`config.mk`:
```
export PLATFORM = sky130hd
export DESIGN_NAME = ovdn_sqrt
export DESIGN_NICKNAME = d
export VERILOG_FILES = /design/src/rtl/ovdn_pkg.sv /design/src/rtl/ovdn_sqrt.sv
export SDC_FILE = /design/constraint.sdc
export NUM_CORES = 1
export LEC_CHECK = 0
export ABC_AREA = 1
export BUFFER_PORTS_ARGS = -buffer_cell sky130_fd_sc_hd__buf_4
export CAP_MARGIN = 20
export CORE_MARGIN = 2
export CORE_UTILIZATION = 45
export CTS_CLUSTER_DIAMETER = 150
export DETAILED_ROUTE_END_ITERATION = 10
export SLEW_MARGIN = 20
export SYNTH_ARGS = -nofsm -noshare
export SYNTH_HDL_FRONTEND = slang
export SYNTH_SLANG_ARGS = --single-unit
```
`constraint.sdc`:
```
create_clock -name clock -period 7.7 [get_ports clock]
set_clock_uncertainty 0.2 [all_clocks]
set_input_delay 1.155 -clock clock [delete_from_list [all_inputs] [get_ports clock]]
set_output_delay 1.155 -clock clock [all_outputs]
set_load 0.02 [all_outputs]
```
`src/rtl/ovdn_pkg.sv`:
```
`timescale 1ns / 1ps
`default_nettype none

package ovdn_pkg;

   // Field widths
   localparam int NUM_W   = 27;  // decimal numeral on the request side
   localparam int VAL_W   = 25;  // converted value, unsigned
   localparam int SMAX_W  = 26;  // signed max trackers (-1 when empty)
   localparam int ACC_W   = 64;  // dot product and sums of squares
   localparam int PROD_W  = 2 * VAL_W;
   localparam int ROOT_W  = 52;  // Q32.20 norm

   // Sequencer states
   typedef enum logic [3:0] {
      ST_IDLE,
      ST_CONV,
      ST_MUL_AB,
      ST_MUL_AA,
      ST_MUL_BB,
      ST_ACC,
      ST_ROOT_A,
      ST_ROOT_B,
      ST_EMIT
   } ovdn_state_type;

   // Start/done pair between the sequencer and an iterative unit
   typedef struct packed {
      logic start;
   } ovdn_unit_cmd_type;

   typedef struct packed {
      logic busy;
      logic done;
   } ovdn_unit_stat_type;

endpackage

`default_nettype wire

```
`src/rtl/ovdn_sqrt.sv`:
```
`timescale 1ns / 1ps
`default_nettype none

// Restoring square root, one result bit per cycle: floor(sqrt(rad * 2^40)).
module ovdn_sqrt import ovdn_pkg::*; (
   input  wire logic               clock,
   input  wire logic               reset,
   input  wire ovdn_unit_cmd_type  cmd,
   input  wire logic [ACC_W-1:0]   rad,
   output ovdn_unit_stat_type      stat,
   output logic [ROOT_W-1:0]       root
);

   localparam int CNT_W = $clog2(ROOT_W);
   localparam logic [CNT_W-1:0] CNT_LAST = CNT_W'(ROOT_W - 1);
   localparam int REM_W = ROOT_W + 2;

   logic [ACC_W-1:0]  x_ff, x_in;       // radicand bits still to bring down
   logic [REM_W-1:0]  rem_ff, rem_in;
   logic [ROOT_W-1:0] root_ff, root_in;
   logic [CNT_W-1:0]  cnt_ff, cnt_in;
   logic              busy_ff, busy_in, done_ff, done_in;
   logic [REM_W+1:0]  rem_sh, trial, diff;

   always_comb begin
      rem_sh = {rem_ff, x_ff[ACC_W-1 -: 2]};
      trial  = {2'b00, root_ff, 2'b01};
      diff   = rem_sh - trial;

      x_in    = x_ff;
      rem_in  = rem_ff;
      root_in = root_ff;
      cnt_in  = cnt_ff;
      busy_in = busy_ff;
      done_in = 1'b0;
      if (cmd.start) begin
         x_in    = rad;
         rem_in  = '0;
         root_in = '0;
         cnt_in  = '0;
         busy_in = 1'b1;
      end else if (busy_ff) begin
         x_in   = {x_ff[ACC_W-3:0], 2'b00};   // low 40 radicand bits are zero
         cnt_in = cnt_ff + 1'b1;
         if (rem_sh >= trial) begin
            rem_in  = diff[REM_W-1:0];
            root_in = {root_ff[ROOT_W-2:0], 1'b1};
         end else begin
            rem_in  = rem_sh[REM_W-1:0];
            root_in = {root_ff[ROOT_W-2:0], 1'b0};
         end
         if (cnt_ff == CNT_LAST) begin
            busy_in = 1'b0;
            done_in = 1'b1;
         end
      end
   end

   always_ff @(posedge clock) begin
      x_ff    <= x_in;
      rem_ff  <= rem_in;
      root_ff <= root_in;
      cnt_ff  <= cnt_in;
      if (reset) begin
         busy_ff <= 1'b0;
         done_ff <= 1'b0;
      end else begin
         busy_ff <= busy_in;
         done_ff <= done_in;
      end
   end

   assign stat.busy = busy_ff;
   assign stat.done = done_ff;
   assign root      = root_ff;

endmodule

`default_nettype wire

```
==> summary.txt, run 1 <==
Outcome
  – Outcome: finished with violations
  – Failing checks: design-rule violations

STA
  – Final setup margin: 4118 ps
  – Hold Vio Cnt, Final: 0
  – Fin Setup TNS: 0 ps
  – Max-slew violation count: 0
  – Final setup vio count: 0
  – Fin Hold WS: 263.0 ps
  – RSZ-0062 raised after global routing: false
  – Final period utilization: 46.52%
  – Slew @ Worst Pin: about 1100 ps
  – Tmin final: 3582 ps
  – Max-slew headroom: 29.23%
  – Achievable Freq: 279.2 MHz

Yosys
  – Synth Cell Area: 12,000 µm²
  – Top cell type's share of synthesized area: 26.87%
  – Sequential cell area fraction in the yosys report: between 30% and 40%
  – Synth Register Bits: about 180
  – Avg Cell Area, Syn: 6.299 µm²
  – Synth top area cells: nand2_1 (27%), dfxtp_1 (19%), edfxtp_1 (16%)
  – Distinct cells, synth: 40
  – Most area-hungry cell type in the Yosys netlist: nand2_1
  – Syn nets: 2,027
  – Yosys warnings: 0
  – Synth Instances: 1,905

CTS
  – Root Driver: clkbuf_16
  – Setup repair bufs after CTS: 0
  – TritonCTS buffer count: 17
  – Worst-path clk slew: 70 ps
  – Clock Latency Late Sink: roughly 450 ps
  – CTS resizes: 0
  – TritonCTS sink count: roughly 180
  – Max Root-Sink Buffers: 2
  – H-tree levels: 4
  – CTS tree: yes
  – # hold bufs at CTS: 0

Setup path
  – Crit path DAT: 3450 ps
  – Reg2reg start: root[21]
  – Worst-path maximum fanout: 86
  – Crit path from: cmd
  – Critical path class: input pin to flop
  – Startpoint types: input pin
  – Capturing element type of the critical path: flop
  – CP Data Required Time: 7570 ps

Floorplan
  – Die height: about 170 µm
  – IO Count: 121
  – Starting Density: 45.92%
  – Width of the chip: 167.3 µm
  – Die area: 27,990 µm²
  – Rows: between 50 and 60
  – Area of the core: 26,130 µm²

Place
  – Post-place instance area: 13,110 µm²
  – GPL Wtd Cong: just under 1
  – Port buffer count: 120
  – Pre-CTS WS: 3695 ps
  – Detail Placement HPWL: ~26,000 µm

Detailed routing
  – Final WL: 34,950 µm
  – Initial DRC Count: 742
  – TritonRoute pass-1 iters: 8
  – Routed wire length per instance: 14.92 µm
  – Drt via density: 4.959
  – Vias: about 12,000
  – Routed Antenna Nets: 0
  – DRC viols: 3

GRT
  – Largest net degree at the start of global routing: 87
  – Initial antenna violation count: 0
  – Number of global-route vias before repair: approximately 11,000
  – Total grt overflow: 0
  – Total track usage: 25.38%
  – First-pass GRT wire length: 56,900 µm

Layout
  – Most common cell after layout, fill and taps aside: nand2_1
  – # fillers: 2,742
  – Diodes inserted: 0
  – Nets@finish: 2,116
  – Commonest non-fill, non-tap cells in the layout: nand2_1 (859), inv_1 (315), buf_4 (129)
  – Final core utilization: 52.62%
  – Layout cell share with drive strength beyond 1: 9.417%
  – Finished Cell Area: roughly 14,000 µm²
  – Layout area overhead: 14.61%

Run
  – Total of max-cap violations: 0

Power
  – Power Density: 389.0 nW/µm²
  – Leak Pwr: 7.536 nW
  – Maximum vdd drop: 0.1797 mV

Worst hold path
  – Startpoint of the worst hold path: rem_ff[53]
  – Min-Delay Path Class: flop to flop
-- cell type report --
class / instances / area [µm²] / area share [%]
Clock buffer: 17 / 425.4 / 3.093
Sequential cell: 178 / 4204 / 30.57
Timing Repair Buffer: 129 / 968.4 / 7.042
Inverter: 325 / 1222 / 8.889
Tap cell: 335 / 419.2 / 3.048
Multi-Input combinational cell: 1343 / 6297 / 45.79
Clock inverter: 15 / 215.2 / 1.565
-- routing by layer --
layer	vias to the layer above	share of wire (%)	wire length, µm	global-route usage, %
met5	-	0	0	0
met4	0	2.8	987	8.620
met3	52	5.7	2000	4.656
met2	306	46	16080	42.38
met1	5161	45	15870	33.16
li1	6094	-	-	-
-- sequential cells by signal, indices dropped and copies added (netlist names) --
name and count:
done_ff 1, root 52, cnt_ff 6, x_ff 64, rem_ff 54, busy_ff 1
-- critical path, stage by stage --
cell and delay (ps):
buf_4 540, nor2_4 20, buf_4 310, inv_4 390, buf_4 850
-- synth_stat cells, drive strengths merged --
cell type	instances
nor3	10
a21oi	48
a211oi	1
xnor2	2
xor2	22
nand2	863
a21boi	1
and2	3
nand4	59
o21a	1
dfxtp	114
o22ai	51
o21bai	8
nor3b	1
clkbuf	31
inv	324
and3	1
edfxtp	64
o21ai	17
nand3	92
nand3b	5
ha	55
clkinv	1
buf	28
nor4	3
a22o	1
nor2	99
-- through the flow --
stage	std cells	total power, mW
2_1_floorplan	1905	3.519
3_3_place_gp	2310	4.364
3_5_place_dp	2310	4.370
4_1_cts	2342	5.343
5_1_grt	2342	5.837
6_report	2342	5.350
-- final timing paths --
| check | endpoint | cells after the start | slack, ps |
|---|---|---|---|
| worst max-delay path | x_ff[55] | 5 | 4120 |
| worst min-delay path | rem_ff[53] | 2 | 260 |
| worst max register to register | rem_ff[43] | 15 | 4490 |
| worst min register to register | rem_ff[53] | 2 | 260 |
-- cell families (layout without fill, tap and decap cells) --
logic type,Yosys count,in the layout,share of synthesized area (%)
flip-flops,178,178,35.04
buffers and inverters,384,486,12.67
adder cells (fa/ha/maj),55,55,5.735
XOR/XNOR,24,24,1.752
AND/OR/NAND/NOR,1136,1136,38.64
AO/OA/AOI/OAI,128,128,6.163
-- power breakdown --
group	internal, mW	leakage [nW]	switching, mW	total, mW
clock	0.479	0.308	0.472	0.951
combinational	0.982	5.64	2.28	3.27
sequential	1.08	1.58	0.0558	1.13
total	2.54	7.54	2.81	5.35
Power figures use the tool's default switching activity.
==> inputs of run 2 (changes only) <==
Settings changed: ABC_AREA 1 to 0, PLACE_DENSITY from default to 0.67.
Clock period 7.7 ns to 2.9 ns, I/O delays scaled along.
==> run 2 against run 1 <==
The flow finishes with violations (negative setup slack). Die area fell by 12%. Synthesized cell count fell by 39%. Sequential cell count did not move. Non-clock buffer count rose by 189. Routed wire length fell by 20%. Via count fell by 18%. Combinational power rose to 2.9 times the previous value. Sequential power rose to 2.8 times the previous value. Critical path type is now flop to flop. Largest power group unchanged. Highest routed layer unchanged.
==> summary.txt, run 2 <==
Outcome
  – Outcome: finished with violations
  – Failing checks: negative setup slack

Power
  – Clock power frac: 16.1%
  – Design internal power: 8.725 mW
  – Maximum vdd drop: 0.7656 mV
  – Power Density: ~1000 nW/µm²
  – Total power: around 15 mW
  – Combinational power share: between 60% and 70%
  – Switching share of power: a little over two fifths
  – Net switching power: 6.441 mW
  – Sequential share of power: a little over a fifth
  – Leak Pwr: 6.055 nW

Detailed routing
  – Initial DRC Count: 654
  – Routed Antenna Nets: 0
  – Metal-1 WL: 12,440 µm
  – Vias: 9,496
  – TritonRoute pass-1 iters: 5
  – Drt via density: 5.374
  – Metal3 WL: about 1800 µm
  – DRC viols: 0
  – Final WL: 27,850 µm
  – Routed wire length per instance: 15.76 µm
  – Highest Signal Layer: met4
  – Metal2 WL: 13,080 µm

Setup path
  – Crit path cell chain: ha_1 -> a21o_1 -> o21bai_4 -> a221oi_2 -> buf_4 -> o31ai_4 -> nor2_2 -> a21oi_4 -> buf_12 -> inv_12 -> buf_8 -> nand2_1 -> a311oi_2
  – Worst path max stage delay: 350 ps
  – Crit path DAT: 3080 ps
  – Startpoint types: flop
  – Delay-heaviest family, CP: compound AO/OA/AOI/OAI gates
  – Critical Path Stages: 13
  – Capturing element type of the critical path: flop
  – CP Data Required Time: 3040 ps
  – Critical path buffers and inverters: 4
  – Worst path slowest cell: dfxtp_2
  – Worst-path maximum fanout: 8
  – R2R depth: 13
  – Critical path class: flop to flop

CTS
  – CTS tree: yes
  – TritonCTS buffer count: 17
  – Worst-path clk slew: 80 ps
  – Root Driver: clkbuf_16
  – Max Root-Sink Buffers: 2
  – H-tree levels: 4
  – TritonCTS sink count: 178
  – Clock Latency Late Sink: 450 ps

STA
  – Final period utilization: 101.4%
  – Slew @ Worst Pin: just over 800 ps
  – Final setup margin: -40.62 ps
  – Achievable Freq: 340.1 MHz
  – Max-slew headroom: 45.05%
  – Max-slew violation count: 0
  – RSZ-0062 raised after global routing: true
  – Tmin final: 2941 ps
  – Hold Vio Cnt, Final: 0
  – Final setup vio count: 1

Floorplan
  – Rows: 56
  – Die area: approximately 25,000 µm²
  – IO Count: 121
  – Die height: 157.1 µm
  – Starting Density: 45.36%
  – Area of the core: 23,260 µm²
  – Width of the chip: between 150 and 200 µm

Layout
  – Commonest non-fill, non-tap cells in the layout: buf_4 (302), nor2_1 (129), nand2_1 (115)
  – Layout cell share with drive strength beyond 1: ~39%
  – Diodes inserted: 0
  – Non-filler instance count after layout: 1,767
  – Nets@finish: 1,557
  – Layout area overhead: 39.12%
  – Largest register FFs: 64
  – Most common cell after layout, fill and taps aside: buf_4
  – Most flop-heavy register: x_ff
  – # fillers: 1,952

Yosys
  – Top cells by count, synth: nor2_1 (137), nand2_1 (124), dfxtp_1 (114), a21oi_1 (77), inv_1 (71)
  – Most area-hungry cell type in the Yosys netlist: dfxtp_1
  – Sequential cell area fraction in the yosys report: 39.84%
  – Top cell type's share of synthesized area: 21.63%
  – Yosys warnings: 0
  – EDFF count, synth: 64
  – Most frequent cell after synthesis: nor2_1
  – Distinct cells, synth: 66
  – Synth Cell Area: 10,550 µm²
  – Main synth FF type: dfxtp_1
  – Synth top area cells: dfxtp_1 (22%), edfxtp_1 (18%), mux2_2 (6.7%)
  – Synth Instances: 1,163
  – Synth Register Bits: between 150 and 200
  – Syn nets: 1,285
  – Ys async rst share: 0%
  – Avg Cell Area, Syn: 9.073 µm²

Place
  – Placed insts: 1,719
  – GPL Wtd Cong: 0.9046
  – Port buffer count: 120
  – Detail Placement HPWL: 18,930 µm

GRT
  – Total track usage: 22.28%
  – First-pass GRT wire length: roughly 45,000 µm
  – Number of global-route vias before repair: 9,446
  – Initial antenna violation count: 0
  – Largest net degree at the start of global routing: 133
  – Total grt overflow: 0

Worst hold path
  – Hold path depth: 2
  – Min-Delay Path Class: input pin to flop

Run
  – Total of max-cap violations: 0
[run 2: cells by family (layout without fill, tap and decap cells)]
family / count (synthesis) / after routing / synth area share [%]
AND/OR/NAND/NOR: 350 / 350 / 14.46
AO/OA/AOI/OAI: 274 / 274 / 17.56
flip-flops: 178 / 178 / 39.84
buffers and inverters: 138 / 423 / 5.526
multiplexers: 118 / 118 / 11.94
adder cells (fa/ha/maj): 55 / 55 / 6.522
XOR/XNOR: 50 / 50 / 4.150
[run 2: worst paths after layout]
kind / from / endpoint / slack [ps]
worst max-delay path: rem_ff[41] / rem_ff[7] / -40
worst min-delay path: rad[1] / x_ff[1] / 80
worst max register to register: rem_ff[41] / rem_ff[7] / -40
worst min register to register: cnt_ff[5] / cnt_ff[5] / 300
[run 2: what timing repair did]
| action | in CTS | in global routing |
|---|---|---|
| hold buffers | 1 | 0 |
| cloned | 0 | 2 |
| setup buffers | 8 | 7 |
| gates resized for setup | 74 | 92 |
| endpoints found under the hold margin | 2 | 0 |
| setup endpoints to repair | 53 | 55 |
| pin swaps | 24 | 39 |
[run 2: per-stage QoR]
stage,area (µm²),setup TNS (ps),hold WS (ps),worst slack (ps),utilization (%)
after floorplan,10690,-6.711,258.1,-6.711,-
after global placement,13070,-575.0,273.1,-51.71,56.19
after detailed placement,13070,-2540,278.4,-128.1,56.19
after CTS,14180,0,66.51,0.4008,60.96
after global routing,14680,-1886,65.45,-102.0,63.10
final,14680,-40.62,75.32,-40.62,63.10
[run 2: final cells by class]
cell class	instances	area [µm²]	share of cell area (%)
Multi-Input combinational cell	847	6561	44.70
Sequential cell	178	4262	29.03
Timing Repair Buffer	318	2539	17.29
Clock buffer	17	425.4	2.898
Tap cell	319	399.1	2.719
Inverter	73	286.5	1.952
Clock inverter	15	206.4	1.406
[run 2: power groups by stage]
stage                     clock network, mW  registers [mW]  logic, mW
after floorplan                           0            3.11       5.19
final                                  2.44            3.15       9.57
after detailed placement                  0            3.15       7.68
after CTS                              2.50            3.13       8.41
after global routing                   2.58            3.19       10.3
after global placement                    0            3.14       7.64
[run 2: layer usage]
metal | GRT usage [%] | vias to the layer above
met2 | 37.11 | 237
li1 | - | 4719
met5 | 0 | -
met4 | 6.450 | 0
met3 | 6.498 | 45
met1 | 28.11 | 4495
